## config.mk

```make
export PLATFORM = sky130hd
export DESIGN_NAME = sdc_fcell
export DESIGN_NICKNAME = d
export VERILOG_FILES = /design/src/hdl/sdc_pkg.sv /design/src/hdl/sdc_fcell.sv
export SDC_FILE = /design/constraint.sdc
export NUM_CORES = 1
export LEC_CHECK = 0
export ABC_AREA = 1
export ABC_CLOCK_PERIOD_IN_PS = 3600
export BUFFER_PORTS_ARGS = -buffer_cell sky130_fd_sc_hd__buf_2
export CAP_MARGIN = 10
export CORE_MARGIN = 5
export CORE_UTILIZATION = 29
export CTS_CLUSTER_SIZE = 28
export DETAILED_ROUTE_END_ITERATION = 16
export GPL_ROUTABILITY_DRIVEN = 0
export PLACE_DENSITY = 0.63
export SETUP_SLACK_MARGIN = 0.5
export SLEW_MARGIN = 10
export SYNTH_ARGS = -nofsm -noshare
export SYNTH_HDL_FRONTEND = slang
export SYNTH_SLANG_ARGS = --single-unit
```

## constraint.sdc

```tcl
create_clock -name clk -period 3.6 [get_ports clk]
set_input_delay 0.9 -clock clk [delete_from_list [all_inputs] [get_ports clk]]
set_output_delay 0.9 -clock clk [all_outputs]
set_load 0.05 [all_outputs]
```

## src/hdl/sdc_pkg.sv

```systemverilog
package sdc_pkg;

  localparam int SLOTS       = 64;
  localparam int SLOT_W      = 6;
  localparam int ADDR_W      = 31;
  localparam int LEN_W       = 10;
  localparam int OFF_W       = 9;
  localparam int TAG_W       = 32;
  localparam int BLOCK_BYTES = 512;
  localparam int CNT_W       = $clog2(SLOTS);

  localparam logic KIND_REQ  = 1'b0;
  localparam logic KIND_TICK = 1'b1;

  // one entry of the address-ordered used chain
  typedef struct packed {
    logic              vld;
    logic [SLOT_W-1:0] slot;
    logic [ADDR_W-1:0] base;
    logic [TAG_W-1:0]  tag;
  } uent_t;

  // one entry of the free chain, head at cell zero
  typedef struct packed {
    logic              vld;
    logic [SLOT_W-1:0] slot;
  } fent_t;

  typedef struct packed {
    logic              hit;
    logic [SLOT_W-1:0] slot;
    logic [OFF_W-1:0]  offset;
    logic              fetch;
    logic [ADDR_W-1:0] faddr;
    logic              no_free;
  } res_t;

  typedef enum logic [1:0] {
    UOP_HOLD,
    UOP_ROT,
    UOP_PACK
  } uop_t;

  typedef enum logic [1:0] {
    FOP_HOLD,
    FOP_LEFT,
    FOP_RIGHT
  } fop_t;

  typedef enum logic [1:0] {
    ST_IDLE,
    ST_SCAN,
    ST_PACK,
    ST_DONE
  } state_t;

endpackage

```

## src/hdl/sdc_fcell.sv

```systemverilog
module sdc_fcell (
  input  logic           clk,
  input  logic           rst_n,
  input  sdc_pkg::fop_t  op,
  input  sdc_pkg::fent_t left,
  input  sdc_pkg::fent_t right,
  input  sdc_pkg::fent_t rst_val,
  output sdc_pkg::fent_t q
);
  import sdc_pkg::*;

  fent_t q_r, q_nxt;

  assign q = q_r;

  // shift toward the head on a pop, away from it on a push
  always_comb begin
    q_nxt = q_r;
    case (op)
      FOP_LEFT:  q_nxt = left;
      FOP_RIGHT: q_nxt = right;
      default: ;
    endcase
  end

  always_ff @(posedge clk) begin
    if (!rst_n) begin
      q_r <= rst_val;
    end else begin
      q_r <= q_nxt;
    end
  end

endmodule

```

==> results of run 1 <==
[cell usage in the layout, fill, tap and decap left out]
cell type	count
a21oi_1	1
inv_2	1
inv_1	14
edfxtp_1	7
buf_2	31
clkbuf_1	1
inv_4	1
nand2_4	1
nand3_1	14
clkbuf_4	3
nand2_1	21
o21ai_1	1
[metal layers]
layer | part of all wire | GRT usage | routed length (microns)
met1 | 0.42 | 0.121 | 471
met2 | 0.47 | 0.130 | 521
met3 | 0.098 | 0.0301 | 110
met4 | 0.015 | 0.0655 | 17
met5 | 0 | 0 | 0
[cell type report]
| type | count | area share |
|---|---|---|
| clock buffers | 4 | 0.0408 |
| inverters | 16 | 0.0971 |
| repair buffers | 31 | 0.241 |
| well taps | 16 | 0.0311 |
| flip-flops and latches | 7 | 0.326 |
| multi-input cells | 38 | 0.264 |
[worst max path at each step]
stage	cells past startpoint	start	to	slack (ps)
floorplan	2	op[1]	q[0]$_DFFE_PP_	1840
global placement	2	op[1]	q[2]$_DFFE_PP_	1700
detailed placement	2	op[1]	q[2]$_DFFE_PP_	1660
CTS	1	q[1]$_DFFE_PP_	q[1]	1870
global route	1	q[0]$_DFFE_PP_	q[0]	1850
finish	1	q[6]$_DFFE_PP_	q[6]	1890
[stage by stage]
stage	total power [uW]	setup slack, ps	hold WS [ps]
4_1_cts	263	1870	915
5_1_grt	273	1850	939
3_3_place_gp	192	1700	1190
2_1_floorplan	169	1840	1090
6_report	259	1890	921
3_5_place_dp	193	1660	1180
[cells by family (layout without fill, tap and decap cells)]
logic type	count (synthesis)	count (layout)
AOI/OAI and AO/OA	2	2
buffers and inverters	18	51
DFF	7	7
and+or+nand+nor	36	36
[power breakdown]
part | switching (uW) | leakage [uW] | internal [uW]
registers | 1.79 | 0.0000714 | 103
logic | 61.8 | 0.000305 | 24.1
clock network | 26.7 | 0.0000150 | 42.2
total | 90.3 | 0.000391 | 169
==> impl_metrics.tcl, run 1 <==
set metrics [dict create \
    outcome "finished, final reports clean" \
    fp.dieW_microns 50.1 \
    grt_pass1_wl_mm 1.81 \
    synthTopCellsByCount "nand2_1, inv_1, nand3_1" \
    crit_path_end_kind "output pin" \
    post-cts-setup-buffers 0 \
    grt_max_degree 11 \
    netlist_instances 63 \
    fin_crit_sh 0.476 \
    diodes 0 \
    vias 487 \
    cts_root_buf "clkbuf_4" \
    postLayoutCoreUtil 0.428 \
    die_y_microns 50.1 \
    cts_sinks 7 \
    holdBufCountCts 0 \
    rows 14 \
    drive_above_1_share 0.385 \
    postSynthAreaPerCell_sq_um 7.39 \
    n_fill_cell 172 \
    crit_required_ps 2700 \
    hold_start "rst_val[5]" \
    worstMarginPinSlew_ps 584 \
    dp_cells 108 \
    viasPerCell 4.35 \
    critPathArrivalTime_ps 810 \
    power_density_nw_per_um2 402 \
    regArea_sq_um 210 \
    tns_ps 0 \
    track_usage 0.0940 \
    min_to "q[5]$_DFFE_PP_" \
    routed_wl_mm 1.12 \
    core_area_sq_um 1510 \
    synth-simple-area-share 0.344 \
    cts_tree "built" \
    start_util 0.309 \
    cts_buffers 3 \
    ys_types 10 \
    grt_pass1_vias 424 \
    synth-xor-area-share 0 \
    dp_hpwl_microns 947 \
    firstDrtPassIters 4 \
    finalSetupViolations 0 \
    overflow 0 \
    clkTransAtPathRegs_ps 50 \
    slowest_delay_ps 310 \
    worstSetupPathType "flop to output pin" \
    syn_nets 88 \
    slew_violations 0 \
    multi_input_area_sq_um 170 \
    critical_path.top_delay_family "flip-flops" \
    yosys_warnings 0 \
    synthAdderAreaFrac 0 \
    ctsHtreeMaxLevel 1 \
    largest_reg_flops 7 \
    io_pins 32 \
    timing.slew.headroom 0.608 \
    hold_viol 0 \
    yosysSeqAreaShare 0.452 \
    synth_edf_count 7 \
    antenna_found_initial 0 \
    fin_crit_ps 1710 \
    final_area_sq_um 644 \
    synth_area_leader_cell "edfxtp_1" \
    dieArea_sq_um 2510 \
    stdcell_count 112 \
    drc 0 \
    peakVddDrop_mv 0.0984 \
    path_cells "buf_2" \
    hp-class "input pin to flop" \
    wl_per_cell_microns 10.0 \
    ys_ff_latch 7 \
    async_reset_ff_frac 0 \
    areaGrowthSynthToFinish_pct 38.4 \
    maxCapViolations 0 \
    drt_iter0_drc 5 \
    synth_top_family_by_area "simple AND/OR/NAND/NOR gates" \
    synth-compound-area-share 0.0215 \
    fmax_mhz 584 \
    ant_nets 0 \
    start_kind "flop" \
    cp_num_buf_inv 1 \
    portBuffers 31 \
    yosysMostFrequentCell "nand2_1" \
    yosys.area.top_type_share 0.452 \
    hold_depth 3 \
    nNetsFinal 122 \
    rsz0062_at_grt "false" \
    synth_area_sq_um 465 \
    synthTopCellsByArea "edfxtp_1, nand2_1, nand3_1, inv_1, buf_6" \
    crit_fanout 1 \
    ctsResizeCount 0 \
    place_area_sq_um 618 \
    cp_slowest_cell "edfxtp_1" \
    leakage_uw 0.000391 \
    clock_path_buffers 2 \
    synth_mux_area_frac 0 \
    synth_ff_type "edfxtp_1" \
]
(Power assumes the default switching activity.)
==> run 2, diff against run 1 <==
- ABC_CLOCK_PERIOD_IN_PS: 3600 -> 1480
- PLACE_DENSITY: 0.63 -> 0.65
- clock period: 3.6 -> 1.48 ns (I/O delays scaled with it)
==> run 2 against run 1 <==
Compared with the run above:
- global-route usage increased by 1.2 points
- die area unchanged
- clock power increased to 2.5 times the previous value
- combinational power increased to 2.9 times the previous value
- hold slack got worse by 540 ps
- count of clock-buffer cells in the layout unchanged
- first-iteration DRC count increased by 40%
- core utilization increased by 4.7 points
- wire length increased by 2.1%
- cell area increased by 11%
- setup slack got worse by 1600 ps
- sequential share of layout area decreased by 3.3 points
==> impl_metrics.tcl, run 2 (synthesis gave the netlist of run 1 again) <==
set metrics [dict create \
    worstMarginPinSlew_ps 261 \
    start_util 0.309 \
    fin_crit_ps 1180 \
    core_area_sq_um 1510 \
    crit_fanout 1 \
    slowest_delay_ps 390 \
    portBuffers 31 \
    critPathArrivalTime_ps 810 \
    finalSetupViolations 0 \
    rows 14 \
    routed_wl_mm 1.14 \
    maxCapViolations 0 \
    critical_path.top_delay_family "flip-flops" \
    tns_ps 0 \
    ctsHtreeMaxLevel 1 \
    track_usage 0.106 \
    drt_iter0_drc 7 \
    outcome "finished, final reports clean" \
    finalPower_uw 684 \
    drive_above_1_share 0.406 \
    leakage_uw 0.000409 \
    rsz0062_at_grt "true" \
    die_y_microns 50.1 \
    hold_viol 0 \
    start_kind "flop" \
    final_cell_mix "buf_2, nand2_1, inv_1, nand3_1" \
    vias 483 \
    wl_per_cell_microns 10.2 \
    crit_path_end_kind "output pin" \
    dp_hpwl_microns 959 \
    cts_sinks 7 \
    firstDrtPassIters 4 \
    cts_tree "built" \
    io_pins 32 \
    cts_root_buf "clkbuf_4" \
    layout_commonest_cell "buf_2" \
    grt_pass1_vias 479 \
    cp_num_buf_inv 1 \
    path_cells "buf_6" \
    largest_reg_flops 7 \
    viasPerCell 4.31 \
    clock_path_buffers 2 \
    crit_required_ps 1110 \
    areaGrowthSynthToFinish_pct 53.8 \
    worstSetupPathType "flop to output pin" \
    postLayoutCoreUtil 0.475 \
    ant_nets 0 \
    power_density_nw_per_um2 956 \
    cts_buffers 3 \
    drc 0 \
    dieArea_sq_um 2510 \
    nNetsFinal 122 \
    cp_slowest_cell "edfxtp_1" \
    antenna_found_initial 0 \
    clkTransAtPathRegs_ps 50 \
    holdBufCountCts 0 \
    n_fill_cell 156 \
    fin_crit_sh 0.796 \
    peakVddDrop_mv 0.269 \
    diodes 0 \
    hp-class "input pin to flop" \
    fp.dieW_microns 50.1 \
    overflow 0 \
    fmax_mhz 849 \
    grt_max_degree 11 \
    timing.slew.headroom 0.826 \
    post-cts-setup-buffers 0 \
    slew_violations 0 \
    grt_pass1_wl_mm 1.97 \
]
run 2: cell counts in the layout (fill, tap and decap cells not counted):
Identical to the previous run, type by type.
run 2: per-layer routing:
layer,vias to the layer above,GRT usage,share of wire
li1,263,-,-
met1,197,0.126,0.42
met2,20,0.149,0.46
met3,3,0.0422,0.099
met4,0,0.0786,0.025
met5,-,0,0
run 2: final cells by class:
cell class | count | area [sq um] | area share
clock buffers | 4 | 26.3 | 0.0367
well taps | 16 | 20.0 | 0.0280
inverters | 16 | 67.6 | 0.0944
repair buffers | 31 | 199 | 0.278
flip-flops and latches | 7 | 210 | 0.294
multi-input cells | 38 | 193 | 0.269
run 2: final timing paths:
kind	slack, ps	from	depth (start not counted)	endpoint
worst max-delay path	300	q[2]$_DFFE_PP_	1	q[2]
worst min-delay path	390	rst_val[4]	3	q[4]$_DFFE_PP_
run 2: timing repair:
item / 4_1_cts / 5_1_grt
endpoints found under the setup margin: 7 / 7
pin swaps: 0 / 0
resized for setup: 14 / 0
run 2: stage by stage:
step,setup slack [ps],hold WS [ps],cell area (sq um),std cells
4_1_cts,286,382,716,112
3_5_place_dp,320,647,646,108
3_3_place_gp,339,652,646,108
5_1_grt,257,397,716,112
6_report,302,385,716,112
2_1_floorplan,471,556,502,63
run 2: report_power, final:
group | internal, uW | leakage, uW | switching, uW
clock | 103 | 0.0000150 | 71.8
combinational | 92.3 | 0.000323 | 155
sequential | 250 | 0.0000714 | 11.1
