<file path="src/hdl/sdc_pkg.sv">
package sdc_pkg;

  localparam int SLOTS       = 64;
  localparam int SLOT_W      = 6;
  localparam int ADDR_W      = 31;
  localparam int LEN_W       = 10;
  localparam int OFF_W       = 9;
  localparam int TAG_W       = 32;
  localparam int BLOCK_BYTES = 512;
  localparam int CNT_W       = $clog2(SLOTS);

  localparam logic KIND_REQ  = 1'b0;
  localparam logic KIND_TICK = 1'b1;

  // one entry of the address-ordered used chain
  typedef struct packed {
    logic              vld;
    logic [SLOT_W-1:0] slot;
    logic [ADDR_W-1:0] base;
    logic [TAG_W-1:0]  tag;
  } uent_t;

  // one entry of the free chain, head at cell zero
  typedef struct packed {
    logic              vld;
    logic [SLOT_W-1:0] slot;
  } fent_t;

  typedef struct packed {
    logic              hit;
    logic [SLOT_W-1:0] slot;
    logic [OFF_W-1:0]  offset;
    logic              fetch;
    logic [ADDR_W-1:0] faddr;
    logic              no_free;
  } res_t;

  typedef enum logic [1:0] {
    UOP_HOLD,
    UOP_ROT,
    UOP_PACK
  } uop_t;

  typedef enum logic [1:0] {
    FOP_HOLD,
    FOP_LEFT,
    FOP_RIGHT
  } fop_t;

  typedef enum logic [1:0] {
    ST_IDLE,
    ST_SCAN,
    ST_PACK,
    ST_DONE
  } state_t;

endpackage

</file>
<file path="src/hdl/sdc_ucell.sv">
module sdc_ucell (
  input  logic           clk,
  input  logic           rst_n,
  input  sdc_pkg::uop_t  op,
  input  sdc_pkg::uent_t right,
  input  logic           pull_in,
  output logic           pull_out,
  output sdc_pkg::uent_t q
);
  import sdc_pkg::*;

  uent_t q_r, q_nxt;

  // a hole here or to the left pulls the right neighbor in while packing
  assign pull_out = pull_in | ~q_r.vld;
  assign q        = q_r;

  always_comb begin
    q_nxt = q_r;
    case (op)
      UOP_ROT:  q_nxt = right;
      UOP_PACK: begin
        if (pull_out) begin
          q_nxt = right;
        end
      end
      default: ;
    endcase
  end

  always_ff @(posedge clk) begin
    if (!rst_n) begin
      q_r <= '0;
    end else begin
      q_r <= q_nxt;
    end
  end

endmodule

</file>
<file path="config.mk">
export PLATFORM = sky130hd
export DESIGN_NAME = sdc_ucell
export DESIGN_NICKNAME = d
export VERILOG_FILES = /design/src/hdl/sdc_pkg.sv /design/src/hdl/sdc_ucell.sv
export SDC_FILE = /design/constraint.sdc
export NUM_CORES = 1
export LEC_CHECK = 0
export BUFFER_PORTS_ARGS = -buffer_cell sky130_fd_sc_hd__clkbuf_2
export CAP_MARGIN = 20
export CELL_PAD_IN_SITES_DETAIL_PLACEMENT = 1
export CELL_PAD_IN_SITES_GLOBAL_PLACEMENT = 1
export CORE_AREA = 2 2 84 118
export CTS_CLUSTER_DIAMETER = 50
export CTS_CLUSTER_SIZE = 30
export DETAILED_ROUTE_END_ITERATION = 10
export DIE_AREA = 0 0 86 120
export PLACE_DENSITY = 0.89
export SLEW_MARGIN = 40
export SYNTH_ARGS = -nofsm -noshare
export SYNTH_HDL_FRONTEND = slang
export SYNTH_SLANG_ARGS = --single-unit
</file>
<file path="constraint.sdc">
create_clock -name clk -period 1.55 [get_ports clk]
set_clock_uncertainty 0.2 [all_clocks]
set_input_delay 0.31 -clock clk [delete_from_list [all_inputs] [get_ports clk]]
set_output_delay 0.31 -clock clk [all_outputs]
set_load 0.01 [all_outputs]
</file>
==> results.txt, run 1 <==
The flow ran to the end, and the final reports show no timing, DRC or antenna violations. The gate count after technology mapping is between 300 and 400. The count of cell types in the netlist came out at 11.

The number of antenna diodes in the final layout is 0. The critical path starts at q[69]. In this run, flip-flops and latches consume ~44% of the power. The routed design has 7430 um of wire.

The clock slew seen by the registers of the worst setup and hold paths is 0.06 ns. In this run the tool buffered the top-level ports with ~150 buffer cells. STA classifies the critical path endpoint as a flop.

The fraction of registers with async set or reset after synthesis came out at 0%. The maximum cell stage delay along the critical path is 0.37 ns. Setup repair after global routing left no endpoint under its margin. The critical register-to-register path endpoint is q[12]. The tree is rooted in a clkbuf_16.

The area of the placeable core is approximately 9300 um2. The fraction of the yosys area taken by sequential cells is a little under 50%. STA classifies the critical path startpoint as a flop. For the worst setup path, the data required time is 1.60 ns. The transition at the pin with the smallest max-transition slack is ~0.25 ns. The register-to-register path setup slack is between 0.1 and 0.15 ns.

The horizontal extent of the die came out at ~86 um. The internal power is approximately 3.4 mW. The number of buffers inserted to repair setup after CTS came out at 0. The worst-path maximum fanout came out at 26. The CTS buffer count is 9. The fraction of layout cells with a size suffix above 1 came out at 37.2%. In this run the core area contains 42 standard-cell rows. The critical path data arrival time is between 1 and 1.5 ns. The share of Yosys cell area claimed by the top area cell type came out at between 40% and 50%. The slowest stage of the critical path is the dfxtp_2 cell. The met2 layer usage reported by global route is between 20 and 30%. The highest clock frequency the design can meet came out at 0.694 GHz.

The number of maximum-capacitance constraint violations is 0. The total DRC errors in the routed layout came out at 0. ~150 I/O pins were placed. The placed instances occupy a cell area of between 3000 and 4000 um2.

Counting flops with a built-in enable in the synthesized netlist gives 0. The count of final hold-check violations is 0. The first global-routing pass estimated around 12,000 um of wire.

In this run the remaining antenna-violating nets after routing total 0. Global routing finished with a remaining overflow of 0. The detailed-router iteration count before antenna repair came out at 4. The critical path ends at q[12].

Walking the worst path, the cells encountered are nand2b_4, a21oi_4, buf_12, mux2i_1. The via count of the routed design came out at about 2,600. The worst path uses between 90% and 100% of the clock period. The final-layout fill cell count came out at 1,135. The relative contribution of the clock network to total power came out at between 40% and 50%. The total half-perimeter wirelength after legalization and detailed placement came out at slightly below 6000 um.

Combinational logic is responsible for roughly 15% of the overall power. The combined global-route utilization of all metal layers came out at between 10 and 15%. Once the floorplan was initialized, standard cells occupied a little under a third of the core.

The minimum period implied by the final worst setup slack is approximately 1.4 ns. The finished layout cell area came out at ~3900 um2. The most common flop cell mapped by yosys is dfxtp_1. The headroom to the max-slew limit is 83.1%. The peak supply drop came out at about 500 uV.

The worst hold path class is in2reg. In this run the power density over the cells is ~1200 nW/um2. In this run the number of H-tree levels came out at 3.

The die boundary height is around 120 um. The average footprint of a synthesized cell came out at 9.38 um2. Dividing the detail-routed wire length by the instance count gives 13.2 um. The deepest clock path buffer count is 2.

The startpoint identified for the worst register-to-register timing path is q[69]. Global routing consumed, on the met1 layer, ~16% of the routing resources. Yosys attributes the largest share of cell area to dfxtp_1 (49%), mux2i_1 (24%), nand2_1 (18%).

The DRC marker count from the first detailed-route iteration is 74. The completed layout was analyzed and its total power is approximately 4.5 mW. The number of sinks driven by the clock tree is 70. By count the netlist is led by nand2_1 (140), dfxtp_1 (70), mux2i_1 (70).

The net count after synthesis is between 300 and 400. TritonCTS built the clock tree. The leakage power figure came out at ~2.1 nW. The area added between synthesis and finish came out at 36.2%. nand2_1 is the most common cell in the netlist. The full die area came out at a little over 10,000 um2.

The number of flip-flops under the largest register name came out at 70. The initial antenna violation count came out at 0. The setup-violating endpoint count in the final report is 0. In this run switching power makes up roughly a quarter of total power. Entering global routing, the biggest net connects a little over 50 pins. The via count of the first global-routing pass is 2,674. Counting flops and latches in the post-synthesis netlist gives 70. The global-route met3 utilization came out at roughly 4%. The dominant cell type by area after synthesis is dfxtp_1.

At the end of the flow, the number of nets in the layout was 522. Summed over all nets, the switching power comes to ~1.2 mW. The global placer's final weighted congestion came out at approximately 0.73. The count of yosys warnings during synthesis came out at 0.

The critical path class is reg2reg. After global routing, the most crowded layer is met2. The via-per-instance ratio is around 4.6.

The synthesized netlist occupies a cell area of approximately 2900 um2. Clock latency on the worst-skew pair, taken at its later pin, is 0.32 ns. The worst reg2reg path depth came out at 4. The number of pins with negative max-slew slack in the final report came out at 0.
==> repair_timing <==
item | 4_1_cts | 5_1_grt
endpoints found under the setup margin | 0 | 2
hold endpoints to repair | 1 | 0
gates resized for setup | 0 | 1
hold buffers | 1 | 0
==> cell type report <==
cell class	count	area [um2]	share of cell area, %
sequential	70	1400	35.6
timing repair buffer	152	858	21.8
tap	110	138	3.50
clock buffer	12	246	6.26
clock inverter	4	22.5	0.572
multi-input combinational	214	1270	32.2
==> worst max-delay path: cells and delay by family, from the launching register on <==
kind,cells,cell delay (ns)
flip-flops,1,0.37
AO/OA/AOI/OAI,1,0.24
buffers and inverters,1,0.25
AND/OR/NAND/NOR,1,0.07
multiplexers,1,0.22
==> metal layers <==
layer,vias to the layer above,share of wire (%)
met4,0,1.8
met3,14,6.7
met5,-,0
li1,1259,-
met2,99,53
met1,1190,39
==> logic make-up (layout without fill, tap and decap cells) <==
group	Yosys count	in the layout	synth area share, %
compound gates	1	1	0.303
buf+inv	24	168	7.84
flops	70	70	48.5
mux	70	70	24.3
simple gates	143	143	19.1
==> stage by stage <==
| stage | TNS, ns | util (%) | hold slack (ns) | setup WS, ns | cells |
|---|---|---|---|---|---|
| after floorplan | 0 | - | 0.249 | 0.156 | 308 |
| after global placement | 0 | 39.3 | 0.245 | 0.0230 | 545 |
| after detailed placement | -0.419 | 39.3 | 0.254 | -0.0425 | 545 |
| after CTS | 0 | 42.3 | 0.00227 | 0.0443 | 562 |
| after global routing | 0 | 42.3 | 0.00691 | 0.0384 | 562 |
| final | 0 | 42.3 | 0.0139 | 0.109 | 562 |
==> power groups by stage <==
stage	Clock [mW]	Combinational [mW]	Sequential (mW)
3_5_place_dp	0	0.688	2.05
6_report	1.84	0.679	2.01
4_1_cts	1.91	0.692	2.01
5_1_grt	2.00	0.744	2.02
2_1_floorplan	0	0.365	2.10
3_3_place_gp	0	0.657	2.04
==> worst min path at each step <==
stage	start	to	slack, ns	cells after the start
after floorplan	right[0]	q[0]	0.25	2
after global placement	q[20]	q[20]	0.25	2
after detailed placement	q[44]	q[44]	0.25	2
after CTS	right[50]	q[50]	0.002	3
after global routing	right[63]	q[63]	0.007	3
final	right[50]	q[50]	0.01	3
==> cell usage in the layout (no fill, tap or decap) <==
| master | count |
|---|---|
| nor2b_1 | 2 |
| dfxtp_2 | 1 |
| a21oi_4 | 1 |
| mux2i_1 | 70 |
| clkbuf_1 | 2 |
| clkbuf_16 | 9 |
| clkbuf_2 | 144 |
| clkinv_2 | 3 |
| dfxtp_1 | 69 |
| dlygate4sd3_1 | 1 |
| clkbuf_8 | 1 |
| clkinvlp_4 | 1 |
| buf_12 | 6 |
| nand2_1 | 140 |
| buf_4 | 1 |
| nand2b_4 | 1 |
(Power assumes the default switching activity.)
==> run 2: changes to the inputs <==
--- a/config.mk
+++ b/config.mk
@@ -5,7 +5,7 @@
 export SDC_FILE = /design/constraint.sdc
 export NUM_CORES = 1
 export LEC_CHECK = 0
-export BUFFER_PORTS_ARGS = -buffer_cell sky130_fd_sc_hd__clkbuf_2
+export BUFFER_PORTS_ARGS = -buffer_cell sky130_fd_sc_hd__buf_2
 export CAP_MARGIN = 20
 export CELL_PAD_IN_SITES_DETAIL_PLACEMENT = 1
 export CELL_PAD_IN_SITES_GLOBAL_PLACEMENT = 1
==> results.txt, run 2 (synthesis gave the netlist of run 1 again) <==
The flow ran to the end, and the final reports show no timing, DRC or antenna violations. The number of maximum-capacitance constraint violations came out at 0. The internal power is between 3 and 4 mW. The areal power density over the cells came out at between 1000 and 1500 nW/um2.

The initial utilization of the core area, before any placement, comes to a little under a third. The sequential cell area came out at ~1400 um2. The full die area came out at around 10,000 um2. The combined area of the multi-input logic cells came out at 1270 um2.

The switching part of the total power came out at between 20% and 30%. The leakage power figure is approximately 2.1 nW. The highest clock frequency the design can meet is 0.675 GHz.

The sequential group share of total power is 43.3%. The first detailed-routing pass ran for 4 iterations. In the final routed layout, each cell accounts on average for 13.5 um. The combined global-route utilization of all metal layers is between 10 and 15%. The cell depth of the worst hold path came out at 3. The die is between 80 and 90 um wide. After detailed routing, the number of remaining DRC violations is 0. Clock-pin slew was measured on the worst setup and hold paths at 0.05 ns. The transition at the pin with the smallest max-transition slack is roughly 0.18 ns. The net switching power of the design came out at roughly 1.1 mW. The die boundary height is between 100 and 150 um. In this run the count of I/O pins placed on the die edge is around 150. After detailed routing, the total wire length is roughly 7600 um. At the end of the flow the core is filled with cells to between 40% and 50%. The via count of the first global-routing pass was about 2,700. The via-per-instance ratio came out at about 4.6.

The overall overflow remaining after global route came out at 0. TritonCTS built the clock tree. In this run, placement finished with an instance count of ~550. The peak supply drop came out at 522 uV. The critical path data arrival time came out at 1.52 ns. The sort of element at the end of the critical path is a flop.

The final-layout fill cell count came out at ~1,100. The antenna diode count came out at 0. The via count of the routed design is between 2,000 and 3,000. The number of flip-flops under the largest register name is 70.

The number of nets in the final layout is roughly 520. The final clock period utilization by the worst path came out at 95.6%. The wire length of the first global-routing pass is roughly 12,000 um. The power after layout came out at ~4.6 mW. The relative contribution of the clock network to total power is approximately two fifths.

The logic gate share of total power came out at approximately 15%. The maximum number of pins on one net before global-route repair came out at 52. The number of pins with negative max-slew slack in the final report came out at 0. Clock tree synthesis found a total of 70 sinks.

The core region is approximately 9300 um2. Hold repair after CTS inserted 0 buffers. Leaving out fill and tap cells, the most frequent cell in the layout is buf_2. The number of cells in the finished layout apart from fillers is roughly 560. The DRC marker count from the first detailed-route iteration came out at 49.

The initial antenna violation count is 0. The sum of negative setup slack came out at 0 ns. The tree is rooted in a clkbuf_16.

The worst setup path is launched from a flop. The worst hold path belongs to the class in2reg. The floorplan has 42 rows. The global placer's final weighted congestion is 0.724.

At the worst endpoint, the required time is roughly 1.6 ns. TritonCTS created 9 clock buffers. The clock latency on the worst-skew pair is 0.32 ns. The longest clock path from root to sink contains 2 buffers. The setup-violating endpoint count in the final report came out at 0. CTS built an H-tree with a depth of 3. The number of antenna-violating nets in the routed design came out at 0. The minimum period implied by the final worst setup slack came out at approximately 1.5 ns.

The headroom to the max-slew limit is 87.9%. The count of final hold-check violations is 0. The worst setup path is of the reg2reg kind.

The port buffer count is around 150. The worst-path maximum fanout came out at 19. Setup repair after global routing left no endpoint under its margin. The worst reg2reg path depth is 5. The fraction of layout cells with a size suffix above 1 came out at a little under two fifths.

The total half-perimeter wirelength after legalization and detailed placement is around 5700 um. Relative to the synthesized area, the layout overhead comes to 37.7%. In the layout the commonest cells are buf_2 (144), nand2_1 (140), mux2i_1 (70).
-- run 2: cell count changes in the layout (fill, tap and decap cells not counted) --
cell | before | now
clkinv_2 | 3 | 0
buf_2 | 0 | 144
clkinvlp_4 | 1 | 0
dlygate4sd3_1 | 1 | 0
buf_4 | 1 | 3
clkbuf_8 | 1 | 3
clkbuf_1 | 2 | 4
clkbuf_16 | 9 | 10
clkbuf_2 | 144 | 0
-- run 2: repair_timing --
| item | in CTS | in global routing |
|---|---|---|
| setup endpoints to repair | 0 | 16 |
| resized for setup | 0 | 1 |
| buffers inserted | 0 | 2 |
-- run 2: final cells by class --
cell class	instances	area share, %
sequential	70	35.3
tap	110	3.46
multi-input combinational	214	31.9
clock buffer	16	7.08
timing repair buffer	154	22.3
-- run 2: power by group through the flow --
| stage | Clock [mW] | Sequential [mW] | Combinational (mW) |
|---|---|---|---|
| global placement | 0 | 2.04 | 0.660 |
| floorplan | 0 | 2.10 | 0.365 |
| detailed placement | 0 | 2.04 | 0.692 |
| finish | 1.92 | 2.00 | 0.699 |
| global route | 2.07 | 2.02 | 0.765 |
| CTS | 1.99 | 2.00 | 0.694 |
-- run 2: final timing paths --
kind                            startpoint  slack (ns)     to
worst max-delay path                 q[69]        0.07  q[23]
worst min-delay path             right[52]        0.02  q[52]
worst max register to register       q[69]        0.07  q[23]
worst min register to register       q[25]        0.26  q[25]
-- run 2: layer usage --
metal	share of wire, %	GRT usage [%]
met5	0	0
met1	38	14.9
met4	2.8	8.23
met3	6.7	4.47
met2	53	26.3
-- run 2: critical path: stages, from the launching register on --
cell and delay (ns):
dfxtp_2 0.36, nand2b_4 0.07, a21oi_4 0.15, buf_4 0.17, buf_12 0.19, mux2i_1 0.24
-- run 2: per-stage QoR --
step                setup WS [ns]  instance area (um2)  hold slack [ns]
floorplan                   0.156                 2890            0.249
global placement          0.00985                 3660            0.242
detailed placement        -0.0897                 3660            0.252
CTS                        0.0103                 3940           0.0116
global route               0.0186                 3980           0.0281
finish                     0.0680                 3980           0.0247
==> run 3: changes to the inputs <==
==> constraint.sdc (replaced) <==
create_clock -name clk -period 1.4 [get_ports clk]
set_clock_uncertainty 0.2 [all_clocks]
set_input_delay 0.28 -clock clk [delete_from_list [all_inputs] [get_ports clk]]
set_output_delay 0.28 -clock clk [all_outputs]
set_load 0.01 [all_outputs]
==> results.txt, run 3 (synthesis gave the netlist of run 1 again) <==
Based on the critical path, the design can be clocked at up to between 0.7 and 0.8 GHz. The clock latency on the worst-skew pair is about 0.32 ns. The repair_antennas step left the layout with diodes totalling 0. The full die area is 10,300 um2.

The wire length of the first global-routing pass is roughly 13,000 um. The I/O pin count is approximately 150. The combined global-route utilization of all metal layers came out at between 10% and 20%.

The area of the placeable core came out at around 9300 um2. Once detail routing completed, the nets flagged for antenna violations numbered 0. The register with the most flip-flops in the layout has 70 of them. The family of cells with the greatest summed delay on the critical path is flip-flops. The detailed-router iteration count before antenna repair is 4. The number of nets in the final layout is around 560. The via count of the routed design is between 2,000 and 3,000. The via count of the first global-routing pass is around 2,900.

The most frequent standard cell in the layout excluding fill and tap cells is buf_2. The worst-path maximum fanout came out at 8. The leakage power figure came out at between 2 and 2.5 nW. Of the total power, the share spent switching nets is 24.6%. The final-layout fill cell count is about 1,100. The overall overflow remaining after global route came out at 0. The deepest clock path buffer count is 2.

The cell depth of the worst hold path came out at 3. The minimum period implied by the final worst setup slack came out at 1.41 ns. The number of pins with negative max-slew slack in the final report came out at 0. The flow ran to the end, but the final reports show violations. The via-per-instance ratio came out at about 4.6.

The H-tree was split into 3 levels. The CTS buffer count came out at 9. In this run the critical register-to-register path is captured at q[69].

The path with the worst hold slack has its endpoint at q[63]. The initial antenna violation count came out at 0. The final clock period utilization by the worst path is 101%. The critical path goes through nand2b_4, a21oi_4, buf_8, clkbuf_16, mux2i_1. The starting utilization of the core area came out at between 30% and 40%. The average routed wire per standard cell is between 15 and 20 um. The post-place instance area is between 3000 and 4000 um2. The worst setup path is captured at a flop.

The critical path data arrival time is between 1 and 1.5 ns. The checks that failed: setup timing. Counting both buffers and inverters, the worst setup path holds a total of 2. The combined area of the multi-input logic cells came out at between 1000 and 1500 um2.

The total placed cells including tap cells is between 500 and 600. The sequential group share of total power came out at a little over two fifths. The peak supply drop is between 500 and 600 uV. The final setup slack of the worst path is -0.0126 ns. Across the run, the number of max-cap violations was 0. After floorplanning, the core was divided into 42 placement rows. The global placer's final weighted congestion came out at just over 0.7. For the pin with the worst max-slew slack, the measured transition is between 0.2 and 0.25 ns. The maximum cell stage delay along the critical path came out at about 0.36 ns.

The relative contribution of the clock network to total power is between 40% and 50%. The sequential cell area came out at 1400 um2. The tightest min-delay check is of the in2reg type.

The worst reg2reg path depth came out at 5. The origin of the critical flop-to-flop path is q[69]. For this block, the routed nets add up to approximately 9100 um of wire. At the worst endpoint, the required time is approximately 1.5 ns.

Of the cells placed in the final design, the portion with a size suffix greater than 1 is between 30 and 40%. The tree is rooted in a clkbuf_16. The highest-delay cell along the critical path is dfxtp_2. The number of sinks driven by the clock tree is 70. The register-to-register path setup slack came out at -0.01 ns.

Measured along the x axis, the die boundary spans 86 um. From synthesis to final layout, the design area changed by 54.3%. The headroom to the max-slew limit is between 80% and 90%. The critical path is of the reg2reg type. Once layout is done, the placed cells without fillers occupy 4460 um2. After detailed routing, the number of remaining DRC violations is 0. Entering global routing, the biggest net connects roughly 50 pins. The share of total power dissipated in combinational logic is approximately 18%. The setup-violating endpoint count in the final report came out at 6.

The launch instance of the worst min-delay path is right[63]. Internal power comes to 3.99 mW. Clock-pin slew was measured on the worst setup and hold paths at 0.05 ns. The tightest hold path in the finished design has a slack of 0.00660 ns. The die boundary height is roughly 120 um. The total half-perimeter wirelength after legalization and detailed placement is approximately 5500 um. In this run the tool buffered the top-level ports with 145 buffer cells. For this design the ratio of total power to cell area is around 1200 nW/um2. The count of final hold-check violations came out at 0.

The number of cells in the finished layout apart from fillers is about 600. The worst setup path is launched from a flop. Summed over all nets, the switching power comes to approximately 1.3 mW. The library cells used most frequently in the layout, excluding fill and tap cells, are buf_2 (143), nand2_1 (140), dfxtp_1 (69). TritonCTS built the clock tree. Setup repair after global routing could not meet its margin everywhere. The DRC marker count from the first detailed-route iteration came out at 56.
## run 3: worst reg2reg max path, cell delays in order, from the launching register on
cell       delay, ns
dfxtp_2         0.36
nand2b_4        0.07
a21oi_4         0.17
buf_8           0.17
clkbuf_16       0.18
mux2i_1         0.19
## run 3: how the worst max path moves through the flow
stage	start	endpoint	slack, ns	depth (start not counted)
after CTS	q[69]	q[6]	-0.03	5
after global routing	q[69]	q[47]	-0.08	5
after global placement	op[1]	q[3]	-0.12	5
final	q[69]	q[69]	-0.01	5
after detailed placement	op[1]	q[6]	-0.18	5
after floorplan	q[69]	q[0]	0.006	5
## run 3: cell type report
class | instances | share of cell area (%)
multi-input cells | 214 | 28.8
repair buffers | 192 | 30.3
clock buffers | 16 | 6.31
flip-flops and latches | 70 | 31.5
well taps | 110 | 3.09
## run 3: power groups by stage
stage	Sequential, mW	Clock (mW)	Combinational [mW]
2_1_floorplan	2.32	0	0.405
3_3_place_gp	2.25	0	0.727
3_5_place_dp	2.26	0	0.756
4_1_cts	2.22	2.18	0.856
5_1_grt	2.24	2.27	1.03
6_report	2.22	2.12	0.947
## run 3: stage by stage
stage / utilization [%] / worst slack, ns / setup TNS (ns) / power, mW
after global routing: 47.9 / -0.0762 / -2.64 / 5.53
after global placement: 39.3 / -0.122 / -7.39 / 2.98
after CTS: 46.3 / -0.0342 / -0.408 / 5.26
after floorplan: - / 0.00585 / 0 / 2.73
after detailed placement: 39.3 / -0.183 / -9.50 / 3.01
final: 47.9 / -0.0126 / -0.0466 / 5.29
## run 3: routing by layer
layer | vias to the layer above | part of all wire, % | track usage [%] | wire length [um]
met1 | 1286 | 38 | 17.0 | 3460
met2 | 96 | 53 | 30.1 | 4840
met4 | 0 | 2.7 | 8.13 | 245
met3 | 20 | 6.3 | 5.23 | 574
li1 | 1344 | - | - | -
met5 | - | 0 | 0 | 0
## run 3: what timing repair did
action,4_1_cts,5_1_grt
gates cloned,1,5
endpoints found under the hold margin,32,0
buffers inserted,2,0
pin swaps,1,1
hold buffers,32,0
resized for setup,4,9
setup endpoints to repair,72,72
